$ cat src/rtl/ppcem_pkg.sv
// ppcem_pkg: shared types, constants and the microcode table of the
// peak-to-peak current energy meter. No dependencies.
package ppcem_pkg;

    typedef logic [2:0] step_t;
    typedef logic [1:0] cond_t;
    typedef logic [1:0] cfg_idx_t;

    // Program steps
    localparam step_t STEP_FETCH  = 3'd0;
    localparam step_t STEP_UPDATE = 3'd1;
    localparam step_t STEP_SPAN   = 3'd2;
    localparam step_t STEP_GAIN   = 3'd3;
    localparam step_t STEP_CUR    = 3'd4;
    localparam step_t STEP_POWER  = 3'd5;
    localparam step_t STEP_ENERGY = 3'd6;
    localparam step_t STEP_EMIT   = 3'd7;

    // Jump conditions: jump to target when true, else fall through
    localparam cond_t COND_NONE     = 2'd0;
    localparam cond_t COND_NO_INPUT = 2'd1;
    localparam cond_t COND_NOT_END  = 2'd2;
    localparam cond_t COND_OUT_BUSY = 2'd3;

    // Configuration register indexes
    localparam cfg_idx_t REG_SAMPLES_PER_WINDOW = 2'd0;
    localparam cfg_idx_t REG_CURRENT_GAIN       = 2'd1;
    localparam cfg_idx_t REG_LINE_VOLTAGE       = 2'd2;

    localparam int SPW_BITS   = 16;
    localparam int GAIN_BITS  = 24;
    localparam int VOLT_BITS  = 9;
    localparam int CUR_BITS   = 16;
    localparam int PWR_BITS   = 25;
    localparam int EN_BITS    = 48;

    localparam logic [SPW_BITS-1:0]  SPW_RESET  = 16'd400;
    localparam logic [GAIN_BITS-1:0] GAIN_RESET = 24'd185;
    localparam logic [VOLT_BITS-1:0] VOLT_RESET = 9'd230;

    localparam logic [CUR_BITS-1:0] CURRENT_MAX = 16'hFFFF;
    localparam logic [EN_BITS-1:0]  ENERGY_MAX  = 48'hFFFF_FFFF_FFFF;

    typedef struct packed {
        logic  accept;
        logic  upd_peak;
        logic  ld_span;
        logic  ld_prod;
        logic  ld_cur;
        logic  ld_pwr;
        logic  ld_energy;
        logic  emit;
        cond_t cond;
        step_t target;
    } ctrl_word_t;

    typedef struct packed {
        logic in_valid;
        logic win_end;
        logic out_busy;
    } flags_t;

    function automatic ctrl_word_t ucode(input step_t s);
        ctrl_word_t w;
        w = '0;
        unique case (s)
            STEP_FETCH:
            begin
                w.accept = 1'b1;
                w.cond   = COND_NO_INPUT;
                w.target = STEP_FETCH;
            end
            STEP_UPDATE:
            begin
                w.upd_peak = 1'b1;
                w.cond     = COND_NOT_END;
                w.target   = STEP_FETCH;
            end
            STEP_SPAN:   w.ld_span   = 1'b1;
            STEP_GAIN:   w.ld_prod   = 1'b1;
            STEP_CUR:    w.ld_cur    = 1'b1;
            STEP_POWER:  w.ld_pwr    = 1'b1;
            STEP_ENERGY: w.ld_energy = 1'b1;
            STEP_EMIT:
            begin
                // falls through to step 0 by wrap of the step counter
                w.emit   = 1'b1;
                w.cond   = COND_OUT_BUSY;
                w.target = STEP_EMIT;
            end
        endcase
        return w;
    endfunction

endpackage

$ cat src/rtl/ppcem_sequencer.sv
// ppcem_sequencer: step counter and microcode fetch.
// Depends on ppcem_pkg.
module ppcem_sequencer
(
    input  logic                  clk,
    input  logic                  rst_n,
    input  ppcem_pkg::flags_t     flags,
    output ppcem_pkg::ctrl_word_t cw
);

    ppcem_pkg::step_t step_reg;
    ppcem_pkg::step_t step_next;
    logic             jump;

    assign cw = ppcem_pkg::ucode(step_reg);

    always_comb
    begin
        unique case (cw.cond)
            ppcem_pkg::COND_NONE:     jump = 1'b0;
            ppcem_pkg::COND_NO_INPUT: jump = !flags.in_valid;
            ppcem_pkg::COND_NOT_END:  jump = !flags.win_end;
            ppcem_pkg::COND_OUT_BUSY: jump = flags.out_busy;
        endcase
        step_next = jump ? cw.target : step_reg + 3'd1;
    end

    always_ff @(posedge clk or negedge rst_n)
    begin
        if (!rst_n)
            step_reg <= ppcem_pkg::STEP_FETCH;
        else
            step_reg <= step_next;
    end

    a_no_end_returns: assert property (@(posedge clk) disable iff (!rst_n)
        (step_reg == ppcem_pkg::STEP_UPDATE && !flags.win_end)
        |=> step_reg == ppcem_pkg::STEP_FETCH)
        else $error("window not ended but program continued");

    a_end_scales: assert property (@(posedge clk) disable iff (!rst_n)
        (step_reg == ppcem_pkg::STEP_UPDATE && flags.win_end)
        |=> step_reg == ppcem_pkg::STEP_SPAN)
        else $error("window end did not start scaling");

    a_busy_holds: assert property (@(posedge clk) disable iff (!rst_n)
        (step_reg == ppcem_pkg::STEP_EMIT && flags.out_busy)
        |=> step_reg == ppcem_pkg::STEP_EMIT)
        else $error("emit step left while output busy");

endmodule

$ cat src/rtl/ppcem_datapath.sv
// ppcem_datapath: peak tracking, window count, scaling multipliers,
// energy accumulator and output register. Depends on ppcem_pkg.
module ppcem_datapath #(
    parameter int SAMPLE_BITS = 10
)
(
    input  logic                                 clk,
    input  logic                                 rst_n,
    input  ppcem_pkg::ctrl_word_t                cw,
    input  logic                                 in_valid,
    input  logic [SAMPLE_BITS-1:0]               sample,
    input  logic [ppcem_pkg::SPW_BITS-1:0]       samples_per_window,
    input  logic [ppcem_pkg::GAIN_BITS-1:0]      current_gain,
    input  logic [ppcem_pkg::VOLT_BITS-1:0]      line_voltage,
    input  logic                                 out_ready,
    output ppcem_pkg::flags_t                    flags,
    output logic                                 out_valid,
    output logic [ppcem_pkg::CUR_BITS-1:0]       current_ma,
    output logic [ppcem_pkg::PWR_BITS-1:0]       power_mw,
    output logic [ppcem_pkg::EN_BITS-1:0]        energy_total
);

    localparam int PW = SAMPLE_BITS + ppcem_pkg::GAIN_BITS;

    logic [SAMPLE_BITS-1:0]            sample_reg;
    logic [SAMPLE_BITS-1:0]            peak_high_reg;
    logic [SAMPLE_BITS-1:0]            peak_low_reg;
    logic [ppcem_pkg::SPW_BITS-1:0]    count_reg;
    logic [ppcem_pkg::SPW_BITS-1:0]    count_next;
    logic [SAMPLE_BITS-1:0]            span_reg;
    logic [PW-1:0]                     prod_reg;
    logic [ppcem_pkg::CUR_BITS-1:0]    cur_reg;
    logic [ppcem_pkg::PWR_BITS-1:0]    pwr_reg;
    logic [ppcem_pkg::EN_BITS-1:0]     energy_reg;
    logic [ppcem_pkg::EN_BITS:0]       energy_sum;
    logic [ppcem_pkg::CUR_BITS-1:0]    cur_sat;
    logic                              out_valid_reg;
    logic                              out_busy;
    logic                              emit_en;

    assign count_next = count_reg + 16'd1;
    assign out_busy   = out_valid_reg && !out_ready;
    assign emit_en    = cw.emit && !out_busy;

    // a wrapped count means the longest window has ended
    assign flags.in_valid = in_valid;
    assign flags.win_end  = (count_next == '0) || (count_next >= samples_per_window);
    assign flags.out_busy = out_busy;

    assign cur_sat = (prod_reg[PW-1:16] > (PW-16)'(ppcem_pkg::CURRENT_MAX))
                   ? ppcem_pkg::CURRENT_MAX : prod_reg[31:16];
    assign energy_sum = {1'b0, energy_reg} + (ppcem_pkg::EN_BITS+1)'(pwr_reg);

    always_ff @(posedge clk or negedge rst_n)
    begin
        if (!rst_n)
        begin
            peak_high_reg <= '0;
            peak_low_reg  <= '1;
            count_reg     <= '0;
            energy_reg    <= '0;
            out_valid_reg <= 1'b0;
        end
        else
        begin
            if (cw.upd_peak)
            begin
                if (sample_reg > peak_high_reg)
                    peak_high_reg <= sample_reg;
                if (sample_reg < peak_low_reg)
                    peak_low_reg <= sample_reg;
                count_reg <= count_next;
            end
            else if (emit_en)
            begin
                peak_high_reg <= '0;
                peak_low_reg  <= '1;
                count_reg     <= '0;
            end
            if (cw.ld_energy)
                energy_reg <= energy_sum[ppcem_pkg::EN_BITS] ? ppcem_pkg::ENERGY_MAX
                                                             : energy_sum[ppcem_pkg::EN_BITS-1:0];
            if (emit_en)
                out_valid_reg <= 1'b1;
            else if (out_ready)
                out_valid_reg <= 1'b0;
        end
    end

    always_ff @(posedge clk)
    begin
        if (cw.accept && in_valid)
            sample_reg <= sample;
        if (cw.ld_span)
            span_reg <= (peak_high_reg >= peak_low_reg) ? peak_high_reg - peak_low_reg : '0;
        if (cw.ld_prod)
            prod_reg <= PW'(span_reg) * PW'(current_gain);
        if (cw.ld_cur)
            cur_reg <= cur_sat;
        // 16 x 9 bits cannot exceed the 25-bit power range
        if (cw.ld_pwr)
            pwr_reg <= ppcem_pkg::PWR_BITS'(cur_reg) * ppcem_pkg::PWR_BITS'(line_voltage);
        if (emit_en)
        begin
            current_ma   <= cur_reg;
            power_mw     <= pwr_reg;
            energy_total <= energy_reg;
        end
    end

    assign out_valid = out_valid_reg;

    a_emit_restarts: assert property (@(posedge clk) disable iff (!rst_n)
        emit_en |=> out_valid_reg && count_reg == '0 && peak_high_reg == '0)
        else $error("emit did not load output and restart window");

    a_energy_grows: assert property (@(posedge clk) disable iff (!rst_n)
        cw.ld_energy |=> energy_reg >= $past(energy_reg))
        else $error("energy total decreased");

    a_emit_free: assert property (@(posedge clk) disable iff (!rst_n)
        emit_en |-> !(out_valid_reg && !out_ready))
        else $error("output overwritten while held");

endmodule

$ cat src/rtl/peak_to_peak_current_energy_meter.sv
// peak_to_peak_current_energy_meter: top level, configuration registers
// and stream packing. Depends on ppcem_pkg, ppcem_sequencer, ppcem_datapath.
//
//  channel | handshake              | payload
//  --------+------------------------+---------------------------------------
//  s_axis  | s_tvalid / s_tready    | s_tdata: sample
//  m_axis  | m_tvalid / m_tready    | m_tdata: current_ma, power_mw, energy
//  cfg     | cfg_valid / cfg_ready  | cfg_index, cfg_data
//
// An item ending no window passes the fetch and update steps; one closing a
// window runs the whole microcode program from fetch to emit, and the emit
// step waits for the output register to drain. Reset clears the window,
// the energy total and the registers to their defaults. Configuration is
// always ready.
module peak_to_peak_current_energy_meter #(
    parameter int SAMPLE_BITS = 10
)
(
    input  logic                                  clk,
    input  logic                                  rst_n,
    input  logic                                  s_tvalid,
    output logic                                  s_tready,
    input  logic [((SAMPLE_BITS+7)/8)*8-1:0]      s_tdata,  // sample, zero pad
    output logic                                  m_tvalid,
    input  logic                                  m_tready,
    output logic [95:0]                           m_tdata,  // current_ma[15:0],
                                                            // power_mw[40:16],
                                                            // energy_total[88:41],
                                                            // zero pad
    input  logic                                  cfg_valid,
    output logic                                  cfg_ready,
    input  ppcem_pkg::cfg_idx_t                   cfg_index,
    input  logic [ppcem_pkg::GAIN_BITS-1:0]       cfg_data
);

    logic [ppcem_pkg::SPW_BITS-1:0]  spw_reg;
    logic [ppcem_pkg::GAIN_BITS-1:0] gain_reg;
    logic [ppcem_pkg::VOLT_BITS-1:0] volt_reg;

    ppcem_pkg::ctrl_word_t           cw;
    ppcem_pkg::flags_t               flags;
    logic [ppcem_pkg::CUR_BITS-1:0]  current_ma;
    logic [ppcem_pkg::PWR_BITS-1:0]  power_mw;
    logic [ppcem_pkg::EN_BITS-1:0]   energy_total;

    assign cfg_ready = 1'b1;
    assign s_tready  = cw.accept;

    always_ff @(posedge clk or negedge rst_n)
    begin
        if (!rst_n)
        begin
            spw_reg  <= ppcem_pkg::SPW_RESET;
            gain_reg <= ppcem_pkg::GAIN_RESET;
            volt_reg <= ppcem_pkg::VOLT_RESET;
        end
        else if (cfg_valid)
        begin
            unique case (cfg_index)
                ppcem_pkg::REG_SAMPLES_PER_WINDOW: spw_reg  <= cfg_data[ppcem_pkg::SPW_BITS-1:0];
                ppcem_pkg::REG_CURRENT_GAIN:       gain_reg <= cfg_data;
                ppcem_pkg::REG_LINE_VOLTAGE:       volt_reg <= cfg_data[ppcem_pkg::VOLT_BITS-1:0];
                default:                           ;
            endcase
        end
    end

    ppcem_sequencer u_seq
    (
        .clk   (clk),
        .rst_n (rst_n),
        .flags (flags),
        .cw    (cw)
    );

    ppcem_datapath #(
        .SAMPLE_BITS (SAMPLE_BITS)
    ) u_dp
    (
        .clk                (clk),
        .rst_n              (rst_n),
        .cw                 (cw),
        .in_valid           (s_tvalid),
        .sample             (s_tdata[SAMPLE_BITS-1:0]),
        .samples_per_window (spw_reg),
        .current_gain       (gain_reg),
        .line_voltage       (volt_reg),
        .out_ready          (m_tready),
        .flags              (flags),
        .out_valid          (m_tvalid),
        .current_ma         (current_ma),
        .power_mw           (power_mw),
        .energy_total       (energy_total)
    );

    assign m_tdata = {7'd0, energy_total, power_mw, current_ma};

endmodule
$ cat config.mk
export PLATFORM = sky130hd
export DESIGN_NAME = peak_to_peak_current_energy_meter
export DESIGN_NICKNAME = d
export VERILOG_FILES = /design/src/rtl/ppcem_pkg.sv /design/src/rtl/ppcem_sequencer.sv /design/src/rtl/ppcem_datapath.sv /design/src/rtl/peak_to_peak_current_energy_meter.sv
export SDC_FILE = /design/constraint.sdc
export NUM_CORES = 1
export LEC_CHECK = 0
export BUFFER_PORTS_ARGS = -buffer_cell sky130_fd_sc_hd__buf_2
export CAP_MARGIN = 20
export CORE_MARGIN = 2
export CORE_UTILIZATION = 57
export DETAILED_ROUTE_END_ITERATION = 10
export HOLD_SLACK_MARGIN = 0.08
export PLACE_DENSITY = 0.78
export SLEW_MARGIN = 10
export SYNTH_ARGS = -nofsm -noshare
export SYNTH_HDL_FRONTEND = slang
export SYNTH_SLANG_ARGS = --single-unit
$ cat constraint.sdc
create_clock -name clk -period 5.5 [get_ports clk]
set_clock_uncertainty 0.1 [all_clocks]
set_input_delay 0.55 -clock clk [delete_from_list [all_inputs] [get_ports clk]]
set_output_delay 0.55 -clock clk [all_outputs]
set_load 0.01 [all_outputs]
---- Word-level counts from Yosys, hierarchy flattened ----
Index checks and enable logic that the tools add are counted.
cells by class
  multiply operators ...................... 2
  multiplexer cells ....................... 22
  magnitude comparators ................... 5
  add/sub/neg operators ................... 4
  reduce and logical (&&, ||, !) cells .... 19
  eq/ne operators ......................... 14
operators by type and width
  operator               count
  $mux 10                6
  $add 48x25->49         1
  $mux 48                1
  $mul 10x24->34         1
  $mux 16                2
  $mul 16x9->25          1
  $gt 18x16->1 const B   1
  $add 16x1->16 const B  1
  $ge 16x16->1           1
  $logic_not 16->1       1
  $pmux 5 s3             1
  $eq 3x3->1 const B     4
  $ge 10x10->1           1
  $gt 10x10->1           1
  $lt 10x10->1           1
  $mux 1                 10
  $reduce_and 2->1       5
  $sub 10x10->10         1
  $eq 2x2->1 const B     3
  $eq 3x2->1 const B     2
  $eq 2x1->1 const B     2
  $logic_not 1->1        4
  $logic_not 2->1        2
  $ne 2x1->1 const B     2
  8 further kinds        11
storage, ports and cells
  word-level logic and storage cells ...... 83
  bits of input ports ..................... 47
  bits in registers ....................... 321

---- Depth between registers and ports, before layout ----
  word-level depth ........................ 6
  depth in mapped cells ................... 21
  depth with buffers taken out ............ 20

---- Cells and area by module ----
From an unflattened synthesis, not the netlist that was laid out.
second synthesis, totals
  cell total of the unflattened synthesis .. 2378
  area total of the unflattened synthesis .. 25278.0 sq um
modules (own cells, without submodules)
  module                             area an instance (sq um)  times used  cells each
  ppcem_datapath                     23010.8                   1           2228
  peak_to_peak_current_energy_meter  1941.9                    1           114
  ppcem_sequencer                    325.3                     1           36

---- Worst setup path after synthesis ----
OpenSTA, ideal clock, no wires.
  path type ............................... register to register
  from .................................... register u_dp.span_reg[3]
  to ...................................... register u_dp.prod_reg[33] (data pin)
  buffers on the path ..................... 1
  cell stages (with the launch flop) ...... 22
  setup time .............................. 260 ps
  path slack .............................. -281 ps
  data arrival time ....................... 5421 ps
  path through ............................ edfxtp_1 > clkbuf_1 > nand2_1 > fa_1 > inv_1 > fa_1 > inv_1 > fa_1 > inv_1 > fa_1 > inv_1 > fa_1 > inv_1 > ha_1 > a21oi_1 > a21boi_0 > a311o_1 > a221o_1 > a31o_2 > a211o_1 > a21oi_1 > xnor2_1
between the ends
  cells in the longest elaborated chain, start to end .. 1
RTL lines
  element                 RTL line              RTL
  start, declared         ppcem_datapath.sv:30  logic [SAMPLE_BITS-1:0] span_reg;
  start signal, assigned  ppcem_datapath.sv:95  span_reg <= (peak_high_reg >= peak_low_reg) ? peak_high_reg - peak_low_reg : '0;
  $mul 10x24->34          ppcem_datapath.sv:97  prod_reg <= PW'(span_reg) * PW'(current_gain);
  end signal, assigned    ppcem_datapath.sv:97
  end, declared           ppcem_datapath.sv:31  logic [PW-1:0] prod_reg;
No other way between the ends.
A chain may end at the register's enable or synchronous reset.

---- Worst setup path after layout ----
  from .................................... register u_dp.span_reg[9]
  to ...................................... register u_dp.prod_reg[33] (data pin)
The elaborated chain is that of the path after synthesis.

==> metrics.log <==
INFO  metric outcome = finished with violations
INFO  metric violations_in_the_final_reports = negative setup slack
INFO  metric maximum_number_of_pins_on_one_net_before_global_route_repair = 68
INFO  metric clock.fmax = 175 MHz
INFO  metric routed-via-count = 18355
INFO  metric synthesis.yosys.warnings = 0
INFO  metric synth_cells = 2460
INFO  metric cts.reportedPaths.clkPinSlew = 0.06 ns
INFO  metric synth.top_cell.area_share = 21.6%
INFO  metric synth-seq-cells = around 300
INFO  metric via_per_inst = 5.57
INFO  metric whs_endpoint = gain_reg[16]
INFO  metric core = 44100 um^2
INFO  metric worstPathMaxFanout = 6
INFO  metric clockRootBuffer = clkbuf_16
INFO  metric drtIter0Drc = 1227
INFO  metric buffer_ports.inserted = 131
INFO  metric tightest_slew = approximately 1.1 ns
INFO  metric detail_route.wirelength = 57500 um
INFO  metric final_setup_margin = -0.225 ns
INFO  metric rsz0062_at_grt = yes
INFO  metric cts-htree-levels = 2
INFO  metric reg2reg_from = u_dp.span_reg[9]
INFO  metric synth.most_common_cell = nand2_1
INFO  metric final_net_count = 3189
INFO  metric hpwl = 43500 um
INFO  metric timing.hold.worst_path_depth = 2
INFO  metric worst_r2r_path_depth = 20
INFO  metric io_pins = 146
INFO  metric timing.max_cap.violations = 0
INFO  metric required_time_reported_for_the_critical_path_endpoint = 5.68 ns
INFO  metric final_period_minus_worst_setup_slack = 5.72 ns
INFO  metric timing.reg2reg.setup_slack = -0.22 ns
INFO  metric remaining_antenna_violation_count_after_routing = 0
INFO  metric die-width = 215 um
INFO  metric globalRouteOverflowTotal = 0
INFO  metric clk_path_buf_depth = 3
INFO  metric ys_seq_area_share = 33.5%
INFO  metric initial_utilization = 57.6%
INFO  metric report.final.hold_viol_count = 0
INFO  metric worst_hold_path_type = in2reg
INFO  metric design.die.area = between 40000 and 50000 um^2
INFO  metric crit_path_category = reg2reg
INFO  metric clkLatencyLatePin = approximately 0.54 ns
INFO  metric rr_endpoint = u_dp.prod_reg[33]
INFO  metric detail_route.first_pass.iterations = 6
INFO  metric timing.final.setup_violations = 5
INFO  metric grt_usage = 24.8%
INFO  metric yosys-top-cells-count = nand2_1 (344), inv_1 (325), fa_1 (274)
INFO  metric grt_pass1_wl = 93200 um
INFO  metric holdCritStartpoint = cfg_data[16]
INFO  metric synth_async_sr_flop_share = 44.9%
INFO  metric drv_slew = 0
INFO  metric antenna_cells_inserted = 0
INFO  metric post_drt_wl_per_cell = around 17 um
INFO  metric flow.area_growth_from_synthesis = 15.6%
INFO  metric rows = 77
INFO  metric fin_crit_sh = 104%
INFO  metric max-slew-margin-rel = 29.4%
INFO  metric synth_area_leader = fa_1
INFO  metric cp-start-kind = flop
INFO  metric place_worst_setup_slack = -0.345 ns
INFO  metric tritoncts_clock_tree = yes
INFO  metric cp.arrival = 5.90 ns
INFO  metric layout-drive-gt1-share = 20.1%
INFO  metric syn-cell-area = 25400 um^2
INFO  metric grt_pass1_vias = ~19000
INFO  metric fillerInstances = 3296
INFO  metric syn-mean-instance-area = 10.3 um^2
INFO  metric finalWeightedCongestion = 0.888
INFO  metric drcViolationCount = 0
INFO  metric synth_cell_types = 79
INFO  metric cts.sinks = 305
INFO  metric end_kind = flop
INFO  metric antenna_found_initial = 0
INFO  metric number_of_flops_mapped_to_enable_cells_by_yosys = 168
INFO  metric floorplan.die.height = 215 um
INFO  metric dominant_synthesized_flop_cell = edfxtp_1
INFO  metric cts_buf_count = 35
INFO  metric yosys-top-cells-area = fa_1 (22%), edfxtp_1 (20%), dfrtp_1 (11%)
## cells by family after synthesis
family / after synthesis / synth area share [%]
AOI/OAI and AO/OA: 332 / 8.44
xor gates and xnor gates: 87 / 3.00
adders and majority gates: 464 / 31.0
buffers and inverters: 437 / 6.68
DFF: 305 / 33.5
muxes: 56 / 2.48
other: 2 / 0.0296
and+or+nand+nor: 777 / 14.9
## critical path: stages, from the launching register on
cell      delay (ns)
edfxtp_1        0.41
buf_6           0.16
buf_6           0.12
and2_4          0.13
fa_1            0.57
inv_1           0.06
fa_1            0.45
fa_1            0.51
inv_1           0.06
fa_1            0.49
inv_2           0.04
fa_1            0.51
inv_2           0.05
ha_4            0.22
and3_4          0.15
a311o_1         0.32
a221o_1         0.33
a31o_4          0.22
a211o_1         0.30
a21oi_2         0.15
xnor2_1         0.08
## cell type report
| class | instances | area [um^2] | share of cell area, % |
|---|---|---|---|
| clock buffer | 45 | 955 | 3.25 |
| clock inverter | 16 | 158 | 0.537 |
| tap | 592 | 741 | 2.52 |
| inverter | 325 | 1220 | 4.16 |
| timing repair buffer | 287 | 2010 | 6.84 |
| sequential | 305 | 8520 | 29.0 |
| multi-input combinational | 1724 | 15800 | 53.7 |
## placed cells by master (no fill, tap or decap), drive strengths merged, types with 6 or more instances in the layout
cell	instances
dfstp	23
or3	21
dfrtp	114
o21a	8
nor3	26
edfxtp	168
xor2	43
fa	274
buf	276
o21ai	88
clkinv	7
mux2	53
nor2	65
dlygate4sd3	11
nand3	52
nand2	344
a31oi	11
nor2b	14
conb	8
ha	190
nand2b	12
and2	183
and4	8
a211oi	11
inv	329
o2111ai	6
and3	21
clkbuf	45
nand4	16
a21oi	91
o211ai	23
xnor2	44
a21o	43
## worst max path at each step
stage,cells after the start,end,slack [ns],from
2_1_floorplan,18,u_dp.prod_reg[33],0.006,u_dp.span_reg[4]
3_3_place_gp,18,u_dp.prod_reg[28],-0.22,u_dp.span_reg[7]
3_5_place_dp,20,u_dp.prod_reg[33],-0.35,u_dp.span_reg[7]
4_1_cts,20,u_dp.prod_reg[33],-0.18,u_dp.span_reg[8]
5_1_grt,21,u_dp.prod_reg[33],-0.42,u_dp.span_reg[9]
6_report,20,u_dp.prod_reg[33],-0.22,u_dp.span_reg[9]
## stage by stage
step	hold slack, ns	area [um^2]	utilization (%)	std cells	TNS, ns
2_1_floorplan	0.154	25600	-	2466	0
3_3_place_gp	0.355	27400	62.1	3196	-0.774
3_5_place_dp	0.361	27400	62.1	3196	-2.01
4_1_cts	0.129	28800	65.2	3278	-0.607
5_1_grt	0.141	29400	66.5	3294	-2.11
6_report	0.159	29400	66.5	3294	-0.595
## layer usage
| metal | vias to the layer above | part of all wire, % | GRT usage, % |
|---|---|---|---|
| met5 | - | 0 | 0 |
| met1 | 9188 | 40 | 31.0 |
| met3 | 144 | 4.6 | 3.34 |
| met4 | 0 | 3.5 | 8.80 |
| met2 | 531 | 51 | 44.3 |
| li1 | 8492 | - | - |
## repair_timing
item                                   4_1_cts  5_1_grt
endpoints found under the hold margin       37        0
gates resized for setup                     26      107
hold buffers                                11        0
cloned                                       1        1
pin swaps                                   18       86
buffers inserted                             9       19
setup endpoints to repair                   12       18
Power is not shown: default switching activity piles up to over one toggle a cycle in this logic, so the estimate is an artifact.
